[config.mk]
export PLATFORM = sky130hd
export DESIGN_NAME = tlb_and_core_page_translation_unit
export DESIGN_NICKNAME = d
export VERILOG_FILES = /design/src/design/tlbpt_pkg.sv /design/src/design/tlb_and_core_page_translation_unit.sv
export SDC_FILE = /design/constraint.sdc
export NUM_CORES = 1
export LEC_CHECK = 0
export BUFFER_PORTS_ARGS = -buffer_cell sky130_fd_sc_hd__buf_2
export CELL_PAD_IN_SITES_DETAIL_PLACEMENT = 1
export CELL_PAD_IN_SITES_GLOBAL_PLACEMENT = 1
export CORE_MARGIN = 1
export CORE_UTILIZATION = 35
export CTS_CLUSTER_SIZE = 20
export DETAILED_ROUTE_END_ITERATION = 6
export PLACE_DENSITY = 0.64
export SYNTH_ARGS = -nofsm -noshare
export SYNTH_HDL_FRONTEND = slang
export SYNTH_SLANG_ARGS = --single-unit
[constraint.sdc]
create_clock -name clock -period 21.6 [get_ports clock]
set_input_delay 0 -clock clock [delete_from_list [all_inputs] [get_ports clock]]
set_output_delay 0 -clock clock [all_outputs]
set_load 0.1 [all_outputs]
[src/design/tlbpt_pkg.sv]
`default_nettype none
package tlbpt_pkg;

   localparam int PAGE_W      = 8;
   localparam int FRAME_W     = 3;
   localparam int CORE_FRAMES = 8;
   localparam int PAGE_BYTES  = 256;
   localparam int PAGE_SHIFT  = $clog2(PAGE_BYTES);
   localparam int ADDR_W      = 11;
   localparam int COUNT_W     = 32;

   typedef logic [PAGE_W-1:0]  page_type;
   typedef logic [FRAME_W-1:0] frame_type;
   typedef logic [COUNT_W-1:0] count_type;

endpackage
`default_nettype wire

[src/design/tlb_and_core_page_translation_unit.sv]
// Page translation unit: a small fully associative TLB in front of an
// 8-frame core page table.
// req_ channel: one virtual page per item. rsp_ channel: one result per item
// with tlb_hit, page_fault, frame, real_address (frame times page size) and
// the running fault total. Both channels use valid/stall; an item moves on a
// clock edge with valid high and stall low.
// csr_ channel: writes victim_page, the page evicted first on a page fault.
// From acceptance, an item passes one input register, then the TLB probe,
// core search, refill choice and all state updates happen in one pass into
// the result register. One item per cycle is sustained while rsp_stall is low,
// since each item leaves its state updated before the next one is processed.
// When rsp_stall is held, the result register holds its item, the item in
// the input register waits, and req_stall rises once the input register is
// full. Synchronous reset empties both registers, invalidates all TLB
// entries and core frames, and clears the LRU clock, the fault counter and
// victim_page. There is no clearing pass; the unit takes items right after
// reset.
`default_nettype none
module tlb_and_core_page_translation_unit
   import tlbpt_pkg::*;
#(
   parameter int TLB_ENTRIES = 4
) (
   input  wire logic                clock,
   input  wire logic                reset,
   input  wire logic                req_valid,
   output logic                     req_stall,
   input  wire logic [PAGE_W-1:0]   req_virtual_page,
   output logic                     rsp_valid,
   input  wire logic                rsp_stall,
   output logic                     rsp_tlb_hit,
   output logic                     rsp_page_fault,
   output logic [FRAME_W-1:0]       rsp_frame,
   output logic [ADDR_W-1:0]        rsp_real_address,
   output logic [COUNT_W-1:0]       rsp_fault_total,
   input  wire logic                csr_valid,
   output logic                     csr_ready,
   input  wire logic [PAGE_W-1:0]   csr_victim_page
);

   localparam int TLB_IDX_W = $clog2(TLB_ENTRIES);

   // input register
   logic      req_valid_ff;
   page_type  req_page_ff;

   // result register
   logic      rsp_valid_ff;
   logic      rsp_hit_ff;
   logic      rsp_fault_ff;
   frame_type rsp_frame_ff;
   count_type rsp_total_ff;

   // state
   page_type  victim_page_ff;
   page_type  tlb_page_ff    [TLB_ENTRIES];
   frame_type tlb_frame_ff   [TLB_ENTRIES];
   logic      tlb_valid_ff   [TLB_ENTRIES];
   count_type tlb_stamp_ff   [TLB_ENTRIES];
   count_type tlb_clock_ff;
   page_type  core_page_ff   [CORE_FRAMES];
   logic      core_present_ff[CORE_FRAMES];
   count_type fault_count_ff;

   page_type  tlb_page_in    [TLB_ENTRIES];
   frame_type tlb_frame_in   [TLB_ENTRIES];
   logic      tlb_valid_in   [TLB_ENTRIES];
   count_type tlb_stamp_in   [TLB_ENTRIES];
   count_type tlb_clock_in;
   page_type  core_page_in   [CORE_FRAMES];
   logic      core_present_in[CORE_FRAMES];
   count_type fault_count_in;

   logic                 fire;
   count_type            clk_probe;
   count_type            clk_fill;
   logic                 hit;
   logic [TLB_IDX_W-1:0] hit_idx;
   logic                 core_found;
   frame_type            core_idx;
   logic                 vict_found;
   frame_type            vict_idx;
   logic                 empty_found;
   frame_type            empty_idx;
   frame_type            fault_frame;
   frame_type            frame_sel;
   logic                 fault;
   logic                 inv_found;
   logic [TLB_IDX_W-1:0] inv_idx;
   logic [TLB_IDX_W-1:0] lru_idx;
   count_type            lru_best;
   logic [TLB_IDX_W-1:0] fill_idx;

   assign fire      = req_valid_ff && (!rsp_valid_ff || !rsp_stall);
   assign req_stall = req_valid_ff && !fire;
   assign csr_ready = 1'b1;

   assign clk_probe = tlb_clock_ff + 1'b1;
   assign clk_fill  = tlb_clock_ff + 2'd2;

   // tlb probe, lowest matching entry wins
   always_comb begin
      hit     = 1'b0;
      hit_idx = '0;
      for (int i = TLB_ENTRIES - 1; i >= 0; i--) begin
         if (tlb_valid_ff[i] && tlb_page_ff[i] == req_page_ff) begin
            hit     = 1'b1;
            hit_idx = TLB_IDX_W'(i);
         end
      end
   end

   // core table searches
   always_comb begin
      core_found  = 1'b0;
      core_idx    = '0;
      vict_found  = 1'b0;
      vict_idx    = '0;
      empty_found = 1'b0;
      empty_idx   = '0;
      for (int i = CORE_FRAMES - 1; i >= 0; i--) begin
         if (core_present_ff[i] && core_page_ff[i] == req_page_ff) begin
            core_found = 1'b1;
            core_idx   = FRAME_W'(i);
         end
         if (core_present_ff[i] && core_page_ff[i] == victim_page_ff) begin
            vict_found = 1'b1;
            vict_idx   = FRAME_W'(i);
         end
         if (!core_present_ff[i]) begin
            empty_found = 1'b1;
            empty_idx   = FRAME_W'(i);
         end
      end
   end

   assign fault_frame = vict_found ? vict_idx : (empty_found ? empty_idx : '0);
   assign fault       = !hit && !core_found;
   assign frame_sel   = hit ? tlb_frame_ff[hit_idx]
                            : (core_found ? core_idx : fault_frame);

   // refill slot: first invalid entry, else oldest stamp, lowest index on ties
   always_comb begin
      inv_found = 1'b0;
      inv_idx   = '0;
      for (int i = TLB_ENTRIES - 1; i >= 0; i--) begin
         if (!tlb_valid_ff[i]) begin
            inv_found = 1'b1;
            inv_idx   = TLB_IDX_W'(i);
         end
      end
      lru_idx  = '0;
      lru_best = tlb_stamp_ff[0];
      for (int i = 1; i < TLB_ENTRIES; i++) begin
         if (tlb_stamp_ff[i] < lru_best) begin
            lru_best = tlb_stamp_ff[i];
            lru_idx  = TLB_IDX_W'(i);
         end
      end
   end

   assign fill_idx = inv_found ? inv_idx : lru_idx;

   always_comb begin
      tlb_page_in     = tlb_page_ff;
      tlb_frame_in    = tlb_frame_ff;
      tlb_valid_in    = tlb_valid_ff;
      tlb_stamp_in    = tlb_stamp_ff;
      tlb_clock_in    = tlb_clock_ff;
      core_page_in    = core_page_ff;
      core_present_in = core_present_ff;
      fault_count_in  = fault_count_ff;
      if (fire) begin
         if (hit) begin
            tlb_clock_in          = clk_probe;
            tlb_stamp_in[hit_idx] = clk_probe;
         end else begin
            tlb_clock_in           = clk_fill;
            tlb_page_in[fill_idx]  = req_page_ff;
            tlb_frame_in[fill_idx] = frame_sel;
            tlb_valid_in[fill_idx] = 1'b1;
            tlb_stamp_in[fill_idx] = clk_fill;
            if (fault) begin
               fault_count_in               = fault_count_ff + 1'b1;
               core_page_in[fault_frame]    = req_page_ff;
               core_present_in[fault_frame] = 1'b1;
            end
         end
      end
   end

   always_ff @(posedge clock) begin
      if (reset) begin
         req_valid_ff   <= 1'b0;
         rsp_valid_ff   <= 1'b0;
         victim_page_ff <= '0;
         tlb_clock_ff   <= '0;
         fault_count_ff <= '0;
         for (int i = 0; i < TLB_ENTRIES; i++) begin
            tlb_valid_ff[i] <= 1'b0;
         end
         for (int i = 0; i < CORE_FRAMES; i++) begin
            core_present_ff[i] <= 1'b0;
         end
      end else begin
         if (!req_stall) begin
            req_valid_ff <= req_valid;
         end
         if (fire) begin
            rsp_valid_ff <= 1'b1;
         end else if (!rsp_stall) begin
            rsp_valid_ff <= 1'b0;
         end
         if (csr_valid && csr_ready) begin
            victim_page_ff <= csr_victim_page;
         end
         tlb_clock_ff    <= tlb_clock_in;
         fault_count_ff  <= fault_count_in;
         tlb_valid_ff    <= tlb_valid_in;
         core_present_ff <= core_present_in;
      end
   end

   // payload registers
   always_ff @(posedge clock) begin
      if (!req_stall) begin
         req_page_ff <= req_virtual_page;
      end
      if (fire) begin
         rsp_hit_ff   <= hit;
         rsp_fault_ff <= fault;
         rsp_frame_ff <= frame_sel;
         rsp_total_ff <= fault_count_in;
      end
      tlb_page_ff  <= tlb_page_in;
      tlb_frame_ff <= tlb_frame_in;
      tlb_stamp_ff <= tlb_stamp_in;
      core_page_ff <= core_page_in;
   end

   assign rsp_valid        = rsp_valid_ff;
   assign rsp_tlb_hit      = rsp_hit_ff;
   assign rsp_page_fault   = rsp_fault_ff;
   assign rsp_frame        = rsp_frame_ff;
   assign rsp_real_address = ADDR_W'(rsp_frame_ff) << PAGE_SHIFT;
   assign rsp_fault_total  = rsp_total_ff;

   // a fault only happens on a tlb miss
   assert property (@(posedge clock) disable iff (reset)
      rsp_valid_ff |-> !(rsp_hit_ff && rsp_fault_ff))
      else $error("tlb hit and page fault reported together");

   // the fault counter moves only when an item is processed
   assert property (@(posedge clock) disable iff (reset)
      !fire |=> $stable(fault_count_ff))
      else $error("fault counter changed without an item");

   // a faulting item reports the updated counter
   assert property (@(posedge clock) disable iff (reset)
      fire && fault |=> rsp_valid_ff && rsp_total_ff == fault_count_ff)
      else $error("fault total does not match fault counter");

endmodule
`default_nettype wire
* After elaboration in Yosys (flattened, before gate mapping)
Cells that the tools add are included.
** Storage, ports and cells
- Bits in registers :: 367
- Input bits :: 21
- Output and inout bits :: 51
- Logic and storage cells :: 218
** Cells by class
- $add $sub $neg :: 3
- Order comparisons :: 9
- Equality and inequality tests :: 21
- Muxes and demuxes :: 103
- Bitwise operators :: 6
- Reductions and logical operators :: 34
** Operator list (count)
- 128-bit bitwise mux :: 2
- 32-bit 2-to-1 mux :: 8
- 8-bit equality test :: 20
- 32-bit demux with 2-bit select :: 2
- 128-bit 2-to-1 mux :: 1
- 32-bit < comparator :: 3
- 3-bit 2-to-1 mux :: 31
- 32-bit by 1-bit adder with 32-bit output (second input constant) :: 2
- 64-bit bitwise mux :: 1
- 1-bit 2-to-1 mux :: 37
- 32-bit by 2-bit adder with 32-bit output (second input constant) :: 1
- 32-bit bitwise mux :: 1
- 1-bit logical AND :: 26
- 8-bit demux with 3-bit select :: 1
- 2-bit 2-to-1 mux :: 11
- 8-bit demux with 2-bit select :: 1
- 8-bit 2-to-1 mux :: 2
- 12-bit bitwise mux :: 1
- 8-bit bitwise OR :: 1
- 3-bit binary-select mux with 2-bit select :: 1
- 3-bit demux with 2-bit select :: 1
- 3-bit greater-or-equal comparator (second input constant) :: 2
- 3-bit by 1-bit < comparator with 1-bit output (second input constant) :: 2
- 2-bit inverter with 3-bit output :: 2
- 12 further kinds :: 16

* Longest topological paths before layout
Gate-level depths: netlist of the first run.
- Depth after elaboration :: 17
- Gate-level depth with buffers :: 34
- Gate-level depth less buffers :: 28

* Worst setup path before layout of the first run
No wires, ideal clock.
- Path type :: reg-to-reg
- Start :: reg tlb_stamp_ff[94] (netlist name)
- End :: reg tlb_stamp_ff[64] (netlist name) (enable)
- Library setup time :: 0.432 ns
- Arrival :: 7.935 ns
- Data required time :: 21.168 ns
- Slack :: 13.233 ns
- Cell stages (with the launch flop) :: 31
- Buffers on the path :: 4
- Clock period less this slack :: 8.367 ns
- Path through :: edfxtp_1 -> ha_1 -> a21oi_1 -> nand2_1 -> a221oi_1 -> and2_1 -> and2_1 -> clkbuf_1 -> clkbuf_1 -> nor2_1 -> a21oi_1 -> ha_1 -> a21oi_1 -> o21ai_1 -> a221oi_2 -> o211ai_2 -> nor3_1 -> a21o_1 -> buf_2 -> clkbuf_1 -> a21oi_1 -> ha_1 -> nand4_1 -> nor3_1 -> a31oi_1 -> o211ai_1 -> o21ai_0 -> a311oi_1 -> a31oi_4 -> or2_1 -> a21oi_1
** RTL lines
- to (signal assigned) :: RTL line tlb_and_core_page_translation_unit.sv:237 : tlb_stamp_ff <= tlb_stamp_in;
- to (decl) :: RTL line tlb_and_core_page_translation_unit.sv:59 : count_type tlb_stamp_ff [TLB_ENTRIES];

==> impl_metrics.yaml, run 1 <==
timing:
  fmax_ghz: 0.1011
  worst_slew_pin_slew_ns: 1.519
  timing_hold_violations_final: 0
  tns_ns: 0
  rsz0062_at_grt: "false"
  period_share_pct: 45.79
  finalSetupViolations: 0
  slew_violations: 2
  fin_crit_ns: 9.892
  fin_worst_skew_ns: 0.01332
  maxSlewHeadroom_pct: -2.568
  timing.hold.ws_ns: 0.1311
synth:
  synth_edf_count: 281
  async_flop_share_pct: 0
  syn-instance-count: 2010
  synth_area_per_cell_sq_um: 10.29
  yosysUniqueCellTypes: 86
  synthFlopType: "edfxtp_1"
  syn_area_sq_um: 20680
  yosysWarnings: 0
  ys_seq_area_share_pct: 49.12
  synth_seq_cells: 367
cells_and_area:
  nets: 2176
  fin_area_sq_um: 23430
  layout.cells.non_filler: 2860
  diodes: 0
  areaGrowthSynthToFinish_pct: 13.26
  layout-drive-gt1-share_pct: 10.50
setup_path:
  cp_max_fo: 64
  crit_type: "flip-flop to flip-flop"
  cp-start-kind: "flip-flop"
  arrival_ns: 10.08
  r2r_start: "tlb_stamp_ff[121]$_DFFE_PP_"
  cp.required_ns: 21.78
  r2r_setup_slack_ns: 11.71
  endpoint_kind: "flip-flop"
  rr_endpoint: "tlb_stamp_ff[92]$_DFFE_PP_"
  crit_path_start: "tlb_stamp_ff[121]$_DFFE_PP_"
  r2r_cells: 26
floorplan:
  initial_core_util_pct: 35.64
  die_h_um: 245.1
  dieArea_sq_um: 60070
  die_w_um: 245.1
  core_area_sq_um: 58030
  rows: 88
  pin_count: 72
pwr:
  power.share.clock_pct: 44.3
  power_density_nw_per_um2: 74.98
  intPower_w: 0.001305
  seq_power_share_pct: 44.8
  switching_share_pct: 25.72
  p_total_w: 0.001756
  p_leak_nw: 7.962
  switching_power_w: 0.0004518
  combPwrFrac_pct: 10.8
  peakVddDrop_uv: 80.27
min_path:
  whs_path_depth: 2
  hold_class: "input pin to flip-flop"
  min_to: "req_page_ff[0]$_DFFE_PN_"
  hp-start: "req_virtual_page[0]"
clock_network:
  htree_levels: 2
  clock_sinks: 367
  clk_pin_slew_ns: 0.06
  cts_buffer_depth: 3
  cts-resized-gates: 0
  clkLatencyLatePin_ns: 0.57
  numCtsBuffers: 44
  cts_hold_buf: 29
  clockRootBuffer: "clkbuf_16"
  post-cts-setup-buffer-count: 0
  cts_tree: "yes"
placed_design:
  gp_congestion: 0.9290
  place_area_sq_um: 21630
  dp_hpwl_um: 47580
  numPortBuffers: 62
  dp.cells: 2749
job:
  drv_cap: 1
detailed_routing:
  drc: 0
  drt_first_pass_iters: 5
  drtIter0Drc: 1347
  wl_per_cell_um: 23.37
  vias: 16144
  viasPerCell: 5.645
  wl_um: 66820
  antenna_left: 0
global_route:
  grt_antenna_before_repair: 1
  grt_pass1_wl_um: 101400
  grt_max_degree: 76
  grt-ovfl-total: 0
  grt.total_usage_pct: 22.17
  grt_pass1_vias: 16658
outcome:
  failed_checks: "max-capacitance violations, max-slew violations"
  status: "finished with violations"
-- logic make-up after synthesis --
family | count (synthesis) | share of synthesized area, %
AOI/OAI and AO/OA | 417 | 13.91
buffers and inverters | 184 | 4.077
muxes | 10 | 0.4900
DFF | 367 | 49.12
xor gates and xnor gates | 240 | 10.16
adders and majority gates | 96 | 5.808
other | 2 | 0.03631
and+or+nand+nor | 694 | 16.39
-- synth_stat cells, types with 7 or more instances --
cell,instances,share of area [%]
edfxtp_1,281,41
ha_1,96,5.8
xnor2_1,177,7.5
nand4_1,42,1.3
and2_1,15,0.45
nor2_1,205,3.7
clkbuf_1,52,0.94
nor2b_1,37,1.1
mux2i_1,9,0.44
xor2_1,63,2.7
buf_2,32,0.77
dfxtp_1,86,8.3
o22ai_1,50,1.5
buf_4,22,0.80
a211oi_1,14,0.51
o211ai_1,9,0.33
inv_1,65,1.2
o21ai_0,63,1.5
o32ai_1,10,0.42
nor4_1,16,0.48
nor3_1,61,1.5
a21oi_1,137,3.3
a311oi_1,19,0.80
nand2_1,157,2.8
and3_1,18,0.54
a31oi_1,7,0.21
nand3_1,85,2.1
o22ai_2,9,0.54
and4_1,10,0.42
or3_1,12,0.36
buf_1,9,0.16
a221oi_1,13,0.55
-- stage by stage --
| step | setup WS (ns) | utilization [%] |
|---|---|---|
| after floorplan | 13.23 | - |
| after global placement | 12.13 | 37.27 |
| after detailed placement | 11.71 | 37.27 |
| after CTS | 11.65 | 40.37 |
| after global routing | 10.99 | 40.37 |
| final | 11.71 | 40.37 |
-- final cells by class --
type / count / area [sq um]
inverter: 65 / 244.0
clock inverter: 26 / 320.3
tap: 765 / 957.2
multi-input combinational: 1466 / 9772
clock buffer: 56 / 1189
sequential: 367 / 10160
fill: 6402 / 34600
timing repair buffer: 115 / 783.3
-- how the worst max path moves through the flow --
stage                                  to  slack, ns  cells after the start
2_1_floorplan  tlb_stamp_ff[64]$_DFFE_PP_      13.23                     30
3_3_place_gp   tlb_stamp_ff[26]$_DFFE_PP_      12.13                     27
3_5_place_dp   tlb_stamp_ff[26]$_DFFE_PP_      11.71                     26
4_1_cts        tlb_stamp_ff[31]$_DFFE_PP_      11.65                     27
5_1_grt        tlb_stamp_ff[31]$_DFFE_PP_      10.99                     27
6_report       tlb_stamp_ff[92]$_DFFE_PP_      11.71                     26
-- power groups by stage --
stage          logic, W  registers, W  clock network [W]
3_3_place_gp   0.000178      0.000802                  0
2_1_floorplan  0.000122      0.000817                  0
3_5_place_dp   0.000185      0.000802                  0
6_report       0.000190      0.000788           0.000779
5_1_grt        0.000206      0.000789           0.000817
4_1_cts        0.000190      0.000788           0.000795
-- critical path, stage by stage (launching register included) --
cell and delay [ns]:
edfxtp_1 0.40, inv_1 0.18, ha_1 0.28, nand4_1 0.18, nor2_1 0.06, a221oi_1 0.47
and2_1 0.25, and2_2 0.88, nor2_1 0.12, a21oi_1 0.32, ha_1 0.32, and4_1 0.22
a221oi_2 0.30, o211ai_2 0.18, nor3_2 0.48, a21o_2 0.89, a21oi_1 0.18, ha_1 0.34
nand4_1 0.13, nor3_1 0.31, a31oi_1 0.13, o211ai_1 0.21, o21ai_0 0.29, a311oi_1 0.62
a31oi_4 0.37, or2_1 0.41, a21oi_4 0.93
-- flip-flops by register name, indices dropped and copies added, names as in the netlist --
register         count
tlb_stamp_ff       128
core_page_ff        64
fault_count_ff      32
rsp_fault_total     32
tlb_clock_ff        32
tlb_page_ff         32
tlb_frame_ff        12
core_present_ff      8
req_page_ff          8
victim_page_ff       8
tlb_valid_ff         4
rsp_frame            3
req_valid_ff         1
rsp_page_fault       1
rsp_tlb_hit          1
rsp_valid            1
-- metal layers --
layer | share of wire [%] | track usage [%] | up-vias | routed length (um)
li1 | - | - | 7441 | -
met1 | 46 | 30.72 | 8115 | 30730
met2 | 46 | 35.34 | 466 | 30420
met3 | 5.4 | 3.247 | 120 | 3618
met4 | 3.1 | 7.316 | 2 | 2046
met5 | 0.019 | 0 | - | 13
-- layout by cell type, fill, tap and decap left out, types with 42 or more instances in the layout --
| cell type | instances |
|---|---|
| a21oi_1 | 136 |
| buf_2 | 61 |
| clkbuf_16 | 46 |
| dfxtp_1 | 86 |
| edfxtp_1 | 281 |
| ha_1 | 96 |
| inv_1 | 64 |
| nand2_1 | 157 |
| nand3_1 | 85 |
| nand4_1 | 42 |
| nor2_1 | 202 |
| nor3_1 | 61 |
| o21ai_0 | 63 |
| o22ai_1 | 50 |
| xnor2_1 | 177 |
| xor2_1 | 63 |
(Power assumes the default switching activity.)
==> inputs of run 2 (changes only) <==
ABC_AREA = 1   (was not set)
PLACE_DENSITY = 0.65   (was 0.64)
clock period = 10 ns   (was 21.6 ns; I/O delays follow)
==> run 2 against run 1 <==
Compared with the run above: the run now ends clean; final area down 2.6%; hold slack worse by 0.10 ns; cell count up 7.7%; clock skew up 0.0059 ns; core utilization down 0.13 points; flip-flop and latch count unchanged; highest routed layer is now met4.
==> impl_metrics.yaml, run 2 <==
outcome:
  status: "completed"
timing:
  maxSlewHeadroom_pct: 28.77
  period_share_pct: 80.33
  rsz0062_at_grt: "false"
  finalSetupViolations: 0
  fin_worst_skew_ns: 0.01921
  slew_violations: 0
  worst_slew_pin_slew_ns: 1.042
  tns_ns: 0
  fmax_ghz: 0.1245
  timing_hold_violations_final: 0
  timing.hold.ws_ns: 0.02640
  fin_crit_ns: 8.033
synth:
  syn_area_sq_um: 20210
  synth_edf_count: 281
  yosys-top-cells-area: "edfxtp_1 (42%), dfxtp_1 (8.5%), nand2_1 (7.3%)"
  synth_area_per_cell_sq_um: 9.065
  async_flop_share_pct: 0
  synth_top_family_by_area: "simple AND/OR/NAND/NOR gates"
  synth_xor_area_share_pct: 4.372
  synth-compound-area-share_pct: 14.16
  synth_fa_ha_area_share_pct: 5.945
  synthMuxAreaShare_pct: 0
  synthFlopType: "edfxtp_1"
  synth_seq_cells: 367
  ys_seq_area_share_pct: 50.28
  synth_top_area_share_pct: 41.76
  yosysUniqueCellTypes: 55
  synthTopCellsByCount: "nand2_1 (391), edfxtp_1 (281), inv_1 (261)"
  syn-instance-count: 2229
  synthSimpleGateAreaFrac_pct: 17.87
  yosysWarnings: 0
  synth_top_area_cell: "edfxtp_1"
  yosysMostFrequentCell: "nand2_1"
detailed_routing:
  wl_um: 66590
  antenna_left: 0
  viasPerCell: 5.428
  drc: 0
  vias: 16712
  drt_first_pass_iters: 5
  wl_per_cell_um: 21.63
  drtIter0Drc: 1136
clock_network:
  post-cts-setup-buffer-count: 0
  cts_tree: "yes"
  clockRootBuffer: "clkbuf_16"
  clkLatencyLatePin_ns: 0.57
  clk_pin_slew_ns: 0.06
  clock_sinks: 367
  numCtsBuffers: 40
  cts_buffer_depth: 3
  htree_levels: 2
setup_path:
  rr_endpoint: "tlb_stamp_ff[107]$_DFFE_PP_"
  crit_path_start: "tlb_stamp_ff[69]$_DFFE_PP_"
  critical_path.slowest_cell: "nand2_2"
  worst_path_most_repeated_cell: "nand2_1"
  cp_max_fo: 64
  endpoint_kind: "flip-flop"
  r2r_start: "tlb_stamp_ff[69]$_DFFE_PP_"
  arrival_ns: 8.27
  cp.required_ns: 10.23
  cpPeakStageDelay_ns: 0.60
  r2r_cells: 31
  crit_type: "flip-flop to flip-flop"
  crit_end: "tlb_stamp_ff[107]$_DFFE_PP_"
  r2r_setup_slack_ns: 1.97
  cp-start-kind: "flip-flop"
cells_and_area:
  diodes: 0
  reg.largest.list: "tlb_stamp_ff x128, core_page_ff x64"
  layout_common_cells: "nand2_1 (389), edfxtp_1 (281), inv_1 (260)"
  layout_commonest_cell: "nand2_1"
  final_core_util_pct: 40.24
  nets: 2410
  layout-drive-gt1-share_pct: 8.480
  areaGrowthSynthToFinish_pct: 12.94
  largest_reg_flops: 128
  n_fill_cell: 6572
  regMostFlops: "tlb_stamp_ff"
global_route:
  grt_pass1_vias: 17432
  grt_max_degree: 65
  grt_antenna_before_repair: 0
  grt.total_usage_pct: 22.58
  grt-ovfl-total: 0
  grt_pass1_wl_um: 102600
floorplan:
  rows: 87
  initial_core_util_pct: 35.63
  die_w_um: 242.3
  dieArea_sq_um: 58690
  core_area_sq_um: 56710
  die_h_um: 242.3
  pin_count: 72
placed_design:
  gp_congestion: 0.8939
  numPortBuffers: 62
  dp_hpwl_um: 47250
pwr:
  p_leak_nw: 8.950
  peakVddDrop_uv: 147.6
  p_total_w: 0.003548
  power_density_nw_per_um2: 155.5
min_path:
  hold_class: "input pin to flip-flop"
job:
  drv_cap: 0
## run 2: cell types whose count changed in the layout (fill, tap and decap cells not counted), sizes merged, moves of 19 or more
| cell | previous run | this run |
|---|---|---|
| nand2 | 159 | 398 |
| inv | 65 | 275 |
| nor2 | 208 | 180 |
| a21oi | 139 | 86 |
| o21ai | 69 | 186 |
| nor2b | 37 | 0 |
| a311oi | 19 | 0 |
| xnor2 | 177 | 28 |
| o22ai | 59 | 105 |
| o211ai | 11 | 34 |
## run 2: area by class of cell
| type | instances | area, sq um | share of cell area [%] |
|---|---|---|---|
| clock inverter | 25 | 265.3 | 1.162 |
| inverter | 273 | 1025 | 4.491 |
| timing repair buffer | 109 | 725.7 | 3.180 |
| multi-input combinational | 1502 | 8661 | 37.95 |
| sequential | 367 | 10160 | 44.52 |
| clock buffer | 47 | 1037 | 4.545 |
| tap | 756 | 945.9 | 4.145 |
## run 2: power by group
part | leakage (nW) | switching (W) | internal [W]
sequential | 3.48 | 0.0000344 | 0.00167
clock | 0.632 | 0.000648 | 0.000856
combinational | 4.84 | 0.000249 | 0.0000883
## run 2: worst min-delay path by stage
stage / startpoint / end / slack (ns) / cells after the start
floorplan: req_virtual_page[0] / req_page_ff[0]$_DFFE_PN_ / 0.1 / 0
global placement: req_virtual_page[0] / req_page_ff[0]$_DFFE_PN_ / 0.18 / 1
detailed placement: req_virtual_page[0] / req_page_ff[0]$_DFFE_PN_ / 0.18 / 1
CTS: csr_valid / victim_page_ff[7]$_SDFFE_PP0P_ / 0.002 / 3
global route: csr_valid / victim_page_ff[7]$_SDFFE_PP0P_ / 0.04 / 3
finish: reset / fault_count_ff[25]$_SDFF_PP0_ / 0.03 / 2
## run 2: per-stage QoR
stage	cells	instance area, sq um	worst slack [ns]
final	3079	22820	1.967
after global placement	2982	21270	2.257
after global routing	3079	22820	1.315
after CTS	3079	22820	1.994
after floorplan	2236	20230	3.199
after detailed placement	2982	21270	2.024
## run 2: critical path, delay by kind of cell, from the launching register on
| family | cells | cell delay [ns] |
|---|---|---|
| DFF | 1 | 0.48 |
| and+or+nand+nor | 18 | 3.38 |
| buffers and inverters | 2 | 0.71 |
| AOI/OAI and AO/OA | 8 | 2.10 |
| adders and majority gates | 3 | 1.02 |
## run 2: timing repair
| action | CTS | global route |
|---|---|---|
| hold endpoints to repair | 18 | 0 |
| hold buffers | 25 | 0 |
| resized for setup | 0 | 0 |
## run 2: cell families (layout without fill, tap and decap cells)
kind of cell | after synthesis | in the layout
compound gates | 481 | 481
other cells | 2 | 9
xor+xnor | 100 | 100
fa+ha+maj | 96 | 96
buf+inv | 367 | 454
flops | 367 | 367
simple gates | 816 | 816
## run 2: per-layer routing
metal  vias up  part of all wire (%)  GRT usage (%)  wire length [um]
li1       7902                     -              -                 -
met1      8261                    47          31.47             31020
met2       446                    45          36.00             29950
met3       103                   5.7          3.168              3806
met4         0                   2.7          7.334              1825
met5         -                     0              0                 0
